`config.mk`:
```
export PLATFORM = sky130hd
export DESIGN_NAME = work_stealing_deque_core
export DESIGN_NICKNAME = d
export VERILOG_FILES = /design/src/rtl/core/wsd_pkg.sv /design/src/rtl/core/work_stealing_deque_core.sv /design/src/rtl/core/wsd_ring.sv /design/src/rtl/core/wsd_ctrl.sv
export SDC_FILE = /design/constraint.sdc
export NUM_CORES = 2
export LEC_CHECK = 0
export BUFFER_PORTS_ARGS = -buffer_cell sky130_fd_sc_hd__clkbuf_2
export CORE_MARGIN = 2
export CORE_UTILIZATION = 40
export CTS_BUF_LIST = sky130_fd_sc_hd__clkbuf_4
export DETAILED_ROUTE_END_ITERATION = 7
export GPL_TIMING_DRIVEN = 0
export HOLD_SLACK_MARGIN = 0.12
export PLACE_DENSITY = 0.54
export SKIP_LAST_GASP = 1
export SLEW_MARGIN = 10
export SYNTH_ARGS = -nofsm -noshare
export SYNTH_HDL_FRONTEND = slang
export SYNTH_SLANG_ARGS = --single-unit
```
`constraint.sdc`:
```
create_clock -name clk -period 6.2 [get_ports clk]
set_input_delay 0.93 -clock clk [delete_from_list [all_inputs] [get_ports clk]]
set_output_delay 0.93 -clock clk [all_outputs]
set_load 0.01 [all_outputs]
```
`src/rtl/core/wsd_pkg.sv`:
```
// ----------------------------------------------------------------------------
// wsd_pkg
// Shared types and codes for the work-stealing deque core.
// ----------------------------------------------------------------------------
package wsd_pkg;

  localparam int OccBits = 7;

  typedef enum logic [1:0] {
    OP_PUSH  = 2'd0,
    OP_POP   = 2'd1,
    OP_STEAL = 2'd2,
    OP_NONE  = 2'd3
  } op_t;

  typedef enum logic [1:0] {
    ST_OK    = 2'd0,
    ST_FULL  = 2'd1,
    ST_EMPTY = 2'd2
  } status_t;

  // registered result side of one request, minus the handle itself
  typedef struct packed {
    logic                 valid;
    logic                 has_job;
    status_t              status;
    logic [OccBits-1:0]   occupancy;
  } rsp_t;

endpackage

```
`src/rtl/core/work_stealing_deque_core.sv`:
```
// ----------------------------------------------------------------------------
// work_stealing_deque_core
// Bounded job deque in a ring: push/pop at the bottom, steal from the top.
// ----------------------------------------------------------------------------
// Busy never rises, so a request can be issued on every clock, and its result
// appears on the out_ ports, marked by out_valid, in the cycle right after the
// request edge. The ring is a single-port-write, single-port-read memory with
// a registered read. Results last exactly one cycle and cannot be held off by
// the receiver, so they must be captured when out_valid is high. Ring contents
// are not cleared at reset; index registers start at zero, so the queue is
// empty.
module work_stealing_deque_core #(
  parameter int RING_DEPTH  = 64,
  parameter int HANDLE_BITS = 32
) (
  input  logic        clk,
  input  logic        rst_n,
  input  logic        start,
  output logic        busy,
  input  logic [1:0]  in_op,
  input  logic [31:0] in_job_in,
  output logic        out_valid,
  output logic [31:0] out_job_out,
  output logic        out_has_job,
  output logic [1:0]  out_status,
  output logic [6:0]  out_occupancy
);

  localparam int AW = $clog2(RING_DEPTH);

  logic                   req;
  logic                   wr_en;
  logic                   rd_en;
  logic [AW-1:0]          wr_addr;
  logic [AW-1:0]          rd_addr;
  logic [HANDLE_BITS-1:0] wr_data;
  logic [HANDLE_BITS-1:0] rd_data_r;
  wsd_pkg::rsp_t          rsp_r;

  assign busy    = 1'b0;
  assign req     = start & ~busy;
  assign wr_data = HANDLE_BITS'(in_job_in);

  wsd_ctrl #(
    .RING_DEPTH (RING_DEPTH)
  ) u_ctrl (
    .clk     (clk),
    .rst_n   (rst_n),
    .req     (req),
    .op      (in_op),
    .wr_en   (wr_en),
    .wr_addr (wr_addr),
    .rd_en   (rd_en),
    .rd_addr (rd_addr),
    .rsp_r   (rsp_r)
  );

  wsd_ring #(
    .RING_DEPTH  (RING_DEPTH),
    .HANDLE_BITS (HANDLE_BITS)
  ) u_ring (
    .clk       (clk),
    .wr_en     (wr_en),
    .wr_addr   (wr_addr),
    .wr_data   (wr_data),
    .rd_en     (rd_en),
    .rd_addr   (rd_addr),
    .rd_data_r (rd_data_r)
  );

  assign out_valid     = rsp_r.valid;
  assign out_has_job   = rsp_r.has_job;
  assign out_status    = rsp_r.status;
  assign out_occupancy = rsp_r.occupancy;
  // handle is zero unless the request returned a job
  assign out_job_out   = rsp_r.has_job ? 32'(rd_data_r) : '0;

endmodule

```
`src/rtl/core/wsd_ring.sv`:
```
// ----------------------------------------------------------------------------
// wsd_ring
// Job handle ring storage: one write port, one read port, registered read.
// ----------------------------------------------------------------------------
module wsd_ring #(
  parameter int RING_DEPTH  = 64,
  parameter int HANDLE_BITS = 32
) (
  input  logic                          clk,
  input  logic                          wr_en,
  input  logic [$clog2(RING_DEPTH)-1:0] wr_addr,
  input  logic [HANDLE_BITS-1:0]        wr_data,
  input  logic                          rd_en,
  input  logic [$clog2(RING_DEPTH)-1:0] rd_addr,
  output logic [HANDLE_BITS-1:0]        rd_data_r
);

  logic [HANDLE_BITS-1:0] mem [RING_DEPTH];

  always_ff @(posedge clk) begin
    if (wr_en) begin
      mem[wr_addr] <= wr_data;
    end
  end

  always_ff @(posedge clk) begin
    if (rd_en) begin
      rd_data_r <= mem[rd_addr];
    end
  end

endmodule

```
`src/rtl/core/wsd_ctrl.sv`:
```
// ----------------------------------------------------------------------------
// wsd_ctrl
// Bottom/top index registers, request decode and result register.
// ----------------------------------------------------------------------------
module wsd_ctrl #(
  parameter int RING_DEPTH = 64
) (
  input  logic                          clk,
  input  logic                          rst_n,
  input  logic                          req,
  input  logic [1:0]                    op,
  output logic                          wr_en,
  output logic [$clog2(RING_DEPTH)-1:0] wr_addr,
  output logic                          rd_en,
  output logic [$clog2(RING_DEPTH)-1:0] rd_addr,
  output wsd_pkg::rsp_t                 rsp_r
);

  localparam int AW = $clog2(RING_DEPTH);
  localparam int IW = $clog2(2 * RING_DEPTH);
  localparam logic [IW-1:0] DEPTH_I = IW'(RING_DEPTH);
  localparam logic [IW-1:0] MOD_I   = IW'(2 * RING_DEPTH);
  localparam logic [IW-1:0] LAST_I  = IW'(2 * RING_DEPTH - 1);

  logic [IW-1:0] bot_r, bot_nxt;
  logic [IW-1:0] top_r, top_nxt;
  wsd_pkg::rsp_t rsp_nxt;

  logic [IW-1:0] count, count_nxt;
  logic [IW-1:0] bot_inc, bot_dec, top_inc;
  logic          is_full, is_empty;

  function automatic logic [AW-1:0] ring_addr(input logic [IW-1:0] v);
    ring_addr = (v < DEPTH_I) ? v[AW-1:0] : AW'(v - DEPTH_I);
  endfunction

  function automatic logic [IW-1:0] held(input logic [IW-1:0] b, input logic [IW-1:0] t);
    // MOD_I wraps to zero when the index range is a power of two
    held = (b >= t) ? b - t : b + MOD_I - t;
  endfunction

  always_comb begin
    count    = held(bot_r, top_r);
    is_full  = (count >= DEPTH_I);
    is_empty = (count == '0);
    bot_inc  = (bot_r == LAST_I) ? '0 : bot_r + 1'b1;
    bot_dec  = (bot_r == '0) ? LAST_I : bot_r - 1'b1;
    top_inc  = (top_r == LAST_I) ? '0 : top_r + 1'b1;

    bot_nxt  = bot_r;
    top_nxt  = top_r;
    wr_en    = 1'b0;
    rd_en    = 1'b0;
    wr_addr  = ring_addr(bot_r);
    rd_addr  = ring_addr(top_r);

    rsp_nxt.valid   = req;
    rsp_nxt.has_job = 1'b0;
    rsp_nxt.status  = wsd_pkg::ST_OK;

    unique case (wsd_pkg::op_t'(op))
      wsd_pkg::OP_PUSH: begin
        if (is_full) begin
          rsp_nxt.status = wsd_pkg::ST_FULL;
        end else begin
          wr_en   = req;
          bot_nxt = bot_inc;
        end
      end
      wsd_pkg::OP_POP: begin
        rd_addr = ring_addr(bot_dec);
        if (is_empty) begin
          rsp_nxt.status = wsd_pkg::ST_EMPTY;
        end else begin
          rd_en           = req;
          bot_nxt         = bot_dec;
          rsp_nxt.has_job = 1'b1;
        end
      end
      wsd_pkg::OP_STEAL: begin
        if (is_empty) begin
          rsp_nxt.status = wsd_pkg::ST_EMPTY;
        end else begin
          rd_en           = req;
          top_nxt         = top_inc;
          rsp_nxt.has_job = 1'b1;
        end
      end
      default: begin
        // unused code: no state change
      end
    endcase

    count_nxt         = held(bot_nxt, top_nxt);
    rsp_nxt.occupancy = wsd_pkg::OccBits'(count_nxt);
  end

  always_ff @(posedge clk) begin
    if (!rst_n) begin
      bot_r         <= '0;
      top_r         <= '0;
      rsp_r.valid   <= 1'b0;
      rsp_r.has_job <= 1'b0;
    end else begin
      if (req) begin
        bot_r <= bot_nxt;
        top_r <= top_nxt;
      end
      rsp_r.valid   <= rsp_nxt.valid;
      rsp_r.has_job <= rsp_nxt.has_job & req;
    end
    if (req) begin
      rsp_r.status    <= rsp_nxt.status;
      rsp_r.occupancy <= rsp_nxt.occupancy;
    end
  end

endmodule

```
; ---- After elaboration in Yosys (flattened, before gate mapping)
; Memories as Yosys holds them, arrays and structs flattened. A register that Yosys moved wholly into a read port is not among the register bits.
; Index checks and enable logic that the tools add are counted.
[word_totals]
ramBits = 2048
out_inout_bits = 44
inputBits = 37
ff_bits = 25
elab_cells = 52
memories = 1
[mem_list]
columns = name, depth, word_bits, rd, rd_clocked_by_memory_dff, write_ports, line_no
row1 = u_ring.mem, 64, 32, 1, 1, 1, wsd_ring.sv:18  ; logic [HANDLE_BITS-1:0] mem [RING_DEPTH];
[op_classes]
add_sub_neg = 8
magnitude_cmp = 4
n_eq_ne = 4
bitwise_logic = 1
reduce_logical = 4
n_mux = 24
[ops]
columns = operator, count
row1 = 7-bit two-way mux, 7
row2 = 32-bit two-way mux, 1
row3 = 6-bit two-way mux, 4
row4 = "7-bit < comparator, second input constant", 3
row5 = "6-bit by 1-bit subtractor with 6-bit output, second input constant", 3
row6 = "7-bit by 1-bit adder with 7-bit output, second input constant", 2
row7 = "7-bit == test, second input constant", 2
row8 = 7-bit zero test, 2
row9 = 7-bit one-hot mux with 2 select lines, 1
row10 = 7-bit subtractor, 2
row11 = 1-bit two-way mux, 9
row12 = "7-bit greater-or-equal comparator, second input constant", 1
row13 = "7-bit by 1-bit subtractor with 7-bit output, second input constant", 1
row14 = 2-bit one-hot mux with 2 select lines, 1
row15 = "2-bit by 1-bit == test with 1-bit output, second input constant", 1
row16 = "2-bit == test, second input constant", 1
row17 = 2-bit zero test, 1
row18 = 2-bit two-way mux, 1
row19 = 2-bit OR reduction, 1
row20 = 1-bit bitwise AND, 1

; ---- Logic depth before layout (Yosys ltp)
[logic_depth]
ltp_word = 6
ltp_mapped = 22
ltp_nobuf = 20

; ---- Hierarchy
; Synthesis repeated with hierarchy kept, for this count alone.
[unflattened]
hier_cells = 3655
area_unflattened_um2 = 81449.4
[by_module_without_submodules]
columns = module, n_inst, cells_each, area_each_um2, seq_area_each_um2
row1 = wsd_ring, 1, 3324, 78835.6, 62459.9
row2 = wsd_ctrl, 1, 294, 2347.3, 590.6
row3 = work_stealing_deque_core, 1, 37, 266.5, 0.0

; ---- Worst setup path before layout
; OpenSTA, ideal clock, no wires.
[synth_path]
kind = reg-to-reg
start = register u_ctrl.top_r[1]
end = register, netlist name u_ctrl.rsp_r[6]
path_stages_with_launch = 22
arrival_time_ns = 4.260
period_less_slack_ns = 4.518
setup_time_ns = 0.258
setup_slack_ns = 1.682
n_path_buf = 2
t_required_ns = 5.942
path_cell_list = dfxtp_1 > clkbuf_1 > inv_1 > ha_1 > nand2b_1 > a21oi_1 > mux2_2 > o21ai_0 > or3b_2 > clkbuf_1 > nand2_1 > mux2_2 > ha_1 > fa_1 > nor2b_1 > o21ai_0 > a21boi_0 > o21a_1 > nor2_1 > xor2_1 > xnor2_1 > xnor2_1
[synth_via]
elab_chain_cells = 5
elab_cells_between_ends = 12
cone_classes = add/sub: 3 / order compare: 1 / eq/ne: 1 / mux: 6 / reduce/logical: 1
[synth_lines]
columns = item, line_no
row1 = from (decl), wsd_ctrl.sv:26  ; logic [IW-1:0] top_r, top_nxt;
row2 = from (signal assigned), wsd_ctrl.sv:107  ; top_r <= top_nxt;
row3 = 7-bit subtractor or 7-bit == test (tied branches), "wsd_ctrl.sv:39, wsd_ctrl.sv:48"
row4 = 7-bit zero test or 7-bit two-way mux (tied branches), "wsd_ctrl.sv:45, wsd_ctrl.sv:48"
row5 = 7-bit two-way mux *, wsd_ctrl.sv:81  ; if (is_empty) begin
row6 = 7-bit two-way mux *, wsd_ctrl.sv:61  ; unique case (wsd_pkg::op_t'(op))
row7 = net u_ctrl.top_nxt[0], wsd_ctrl.sv:26
row8 = 7-bit subtractor *, wsd_ctrl.sv:39  ; held = (b >= t) ? b - t : b + MOD_I - t;
row9 = net u_ctrl.count_nxt[6], wsd_ctrl.sv:29  ; logic [IW-1:0] count, count_nxt;
; Mark *: on every way through the listed nets, which the timed path passes. The rest lies on a longest branch.
; A chain may end at the register's enable or synchronous reset.

; ---- Worst setup path in the final report
[layout_path]
start = register u_ctrl.bot_r[0]
end = register u_ring.rd_data_r[19] (read register of u_ring.mem) (data pin)
[layout_via]
elab_chain_cells = 5
elab_cells_between_ends = 11
cone_classes = add/sub: 3 / order compare: 1 / mux: 5 / reduce/logical: 2
[layout_lines]
columns = item, line_no
row1 = from (decl), wsd_ctrl.sv:25  ; logic [IW-1:0] bot_r, bot_nxt;
row2 = from (signal assigned), wsd_ctrl.sv:106  ; bot_r <= bot_nxt;
row3 = 7-bit by 1-bit subtractor with 7-bit output or 7-bit zero test (tied branches), wsd_ctrl.sv:47  ; bot_dec = (bot_r == '0) ? LAST_I : bot_r - 1'b1;
row4 = 7-bit two-way mux, wsd_ctrl.sv:47
row5 = 6-bit by 1-bit subtractor with 6-bit output or 7-bit < comparator (tied branches), wsd_ctrl.sv:34  ; ring_addr = (v < DEPTH_I) ? v[AW-1:0] : AW'(v - DEPTH_I);
row6 = 6-bit two-way mux, wsd_ctrl.sv:34
row7 = 6-bit two-way mux, wsd_ctrl.sv:61
row8 = to (decl), wsd_ring.sv:15  ; output logic [HANDLE_BITS-1:0] rd_data_r
; Several ways; a longest one is shown, not always the timed one.

==> out/results.ini <==
[power]
p_sw_w = 0.008351
p_total_w = 0.03156
p_int_w = 0.02321
swShare_pct = 26.46
p_clk_share_pct = 37.2
irDropWorstVdd_uv = 189.8
leakagePower_nw = 32.59
pwr-share-seq_pct = 50.0
pwr-share-comb_pct = 12.8
power_density_nw_per_um2 = 330.4

[worst_hold_path]
hold_depth = 1
worstHoldPathType = in2reg

[floorplanning]
dieWidth_um = 456.9
die_area_um2 = 208800
die_h_um = 456.9
fp-row-count = 166
initial_core_util_pct = 40.19
ios = 81
core_area_um2 = 204200

[setup_path]
rr_worst_depth = 14
cp-start-kind = flip-flop
worst_setup_path_end_kind = flip-flop
path_class = reg2reg
crit_fanout = 10
worstPathRequired_ns = 7.37
crit_arrival_ns = 6.99

[sta]
hold_violations = 0
slew_viol_final = 0
period_share_pct = 93.80
layout_min_cycle_time_ns = 5.816
setup_viol = 0
tightest_slew_ns = 1.395
fmax_mhz = 171.9
fin_tns_setup_ns = 0
grt_setup_unrepaired = no
skew_ns = 0.09536
slew-limit-headroom_pct = 7.028

[cts]
root_buffer = clkbuf_4
post-cts-setup-buffers = 0
cts_tree = yes
cts_max_level = 6
clock_sinks = 2105
clk_pin_slew_ns = 0.07
cts.path.max_buffers = 4
insertion_delay_ns = 1.36
cts_buffers = 565

[logic_synthesis]
synth_common_cells = edfxtp_1, nand2_1, mux2i_1
syn_nets = 4741
syn_area_per_cell_um2 = 17.52
netlist_instances = 4684
yosysSeqAreaShare_pct = 76.84
ys_types = 59
yosysTopAreaCellShare_pct = 76.45
ys_seq_elements = 2105
synth-edff-count = 2089
synth_warnings = 0
ys_top_cells_by_area = edfxtp_1, mux2i_1, mux4_2
async_flop_share_pct = 0
synth_most_common_cell = edfxtp_1
ys.flop_type = edfxtp_1
synth_largest_area_cell = edfxtp_1
synth_area_um2 = 82060

[routing]
wl_per_cell_um = 30.62
vias = 48590
first_pass_iters = 6
antenna_left = 0
viasPerCell = 5.723
drtIter0Drc = 5728
wirelength_um = 260000
drc = 0

[grt]
grt_pass1_vias = 47760
grt_max_degree = 65
overflow = 0
grt_antenna_before_repair = 22
grt_pass1_wl_um = 361900
grt.total_usage_pct = 24.59

[place]
place_congestion = 0.8934
portBuffers = 79
place_hpwl_um = 175500

[run]
max-cap-violations = 0

[final_layout]
layout-drive-gt1-share_pct = 23.75
nets = 5518
areaGrowthSynthToFinish_pct = 16.40

[run_status]
outcome = finished clean

worst paths after layout:
path / from / slack [ns] / endpoint
hold reg to reg: u_ctrl.top_r[5] / 0.58 / u_ctrl.top_r[5]
hold / removal: in_job_in[23] / 0.23 / u_ring.mem[40][23]
setup / recovery: u_ctrl.bot_r[0] / 0.38 / u_ring.rd_data_r[19]
setup reg to reg: u_ctrl.bot_r[0] / 0.38 / u_ring.rd_data_r[19]
through the flow:
| step | hold WS [ns] | area [um^2] | setup slack [ns] | instances | utilization (%) |
|---|---|---|---|---|---|
| 2_1_floorplan | 0.5220 | 82060 | 1.682 | 4684 | - |
| 3_3_place_gp | 0.5512 | 85820 | -0.9699 | 7451 | 42.03 |
| 3_5_place_dp | 0.5731 | 88560 | -0.2614 | 7551 | 43.38 |
| 4_1_cts | 0.1265 | 95420 | 0.06407 | 8471 | 46.74 |
| 5_1_grt | 0.1759 | 95500 | 0.1564 | 8486 | 46.78 |
| 6_report | 0.2346 | 95510 | 0.3841 | 8490 | 46.78 |
routing by layer:
| metal | wire (um) | global-route usage, % | vias up | part of all wire [%] |
|---|---|---|---|---|
| li1 | - | - | 20700 | - |
| met1 | 108200 | 34.01 | 25050 | 42 |
| met2 | 119800 | 38.08 | 2374 | 46 |
| met3 | 21730 | 4.897 | 454 | 8.4 |
| met4 | 10300 | 10.19 | 6 | 4.0 |
| met5 | 38 | 0 | - | 0.015 |
sequential cells by signal (all words and copies together), names as in the netlist:
signal            cells
u_ring.rd_data_r     32
u_ctrl.rsp_r         11
u_ring.mem         2048
u_ctrl.bot_r          7
u_ctrl.top_r          7
logic make-up (layout without fill, tap and decap cells):
logic type,Yosys count,count (layout),synth area share [%]
DFF,2105,2105,76.84
and+or+nand+nor,857,857,4.481
xor gates and xnor gates,19,19,0.2028
muxes,642,642,10.39
buffers and inverters,327,1428,1.677
adders and majority gates,20,20,0.3141
AOI/OAI and AO/OA,713,713,6.092
other,1,18,0.004570
power groups by stage:
| stage | logic (W) | clock network [W] | registers, W |
|---|---|---|---|
| final | 0.00403 | 0.0117 | 0.0158 |
| after CTS | 0.00402 | 0.0120 | 0.0158 |
| after floorplan | 0.00216 | 0 | 0.0161 |
| after global routing | 0.00423 | 0.0127 | 0.0158 |
| after global placement | 0.00387 | 0 | 0.0161 |
| after detailed placement | 0.00400 | 0 | 0.0161 |
worst max-delay path, stage by stage (launching register included):
cell and delay [ns]:
dfxtp_1 0.32, buf_2 0.20, inv_1 0.22, ha_1 0.19
clkbuf_2 0.18, nor3b_1 0.42, xnor2_1 0.22, a21o_1 0.26
and2_1 0.15, clkbuf_1 0.58, clkbuf_1 0.96, clkbuf_1 0.56
a21oi_1 0.27, o22ai_1 0.85, o21a_1 0.23
repair_timing:
action	in CTS	in global routing
resized for setup	0	2
hold buffers	29	1
setup endpoints to repair	0	2
endpoints found under the hold margin	748	23
area by class of cell:
| type | count | area (um^2) |
|---|---|---|
| buffer | 302 | 1292 |
| inverter | 25 | 93.84 |
| sequential | 2105 | 63050 |
| multi-input combinational | 2252 | 18200 |
| tap | 2688 | 3363 |
| antenna | 17 | 42.54 |
| fill | 17690 | 108700 |
| timing repair buffer | 210 | 2904 |
| clock buffer | 814 | 6111 |
| clock inverter | 77 | 454.2 |
cells in the final DEF, fill, tap and decap left out, types with 12 or more instances in the layout:
master,count
ha_1,19
o21ai_0,24
a21oi_1,205
buf_12,63
buf_2,90
mux2i_1,466
clkbuf_2,58
clkinv_1,56
buf_1,18
mux4_2,167
edfxtp_1,2089
a2111oi_1,21
buf_16,30
a31oi_1,92
and2_1,35
nand3_1,193
clkbuf_1,184
inv_1,24
o21a_1,26
diode_2,17
dfxtp_1,16
dlygate4sd3_1,30
xnor2_1,16
clkbuf_4,842
inv_2,12
o22ai_1,45
o221ai_1,249
nor2_1,25
nand2_1,487
nor2_4,64
No activity file was read; power rests on OpenSTA's default activity.
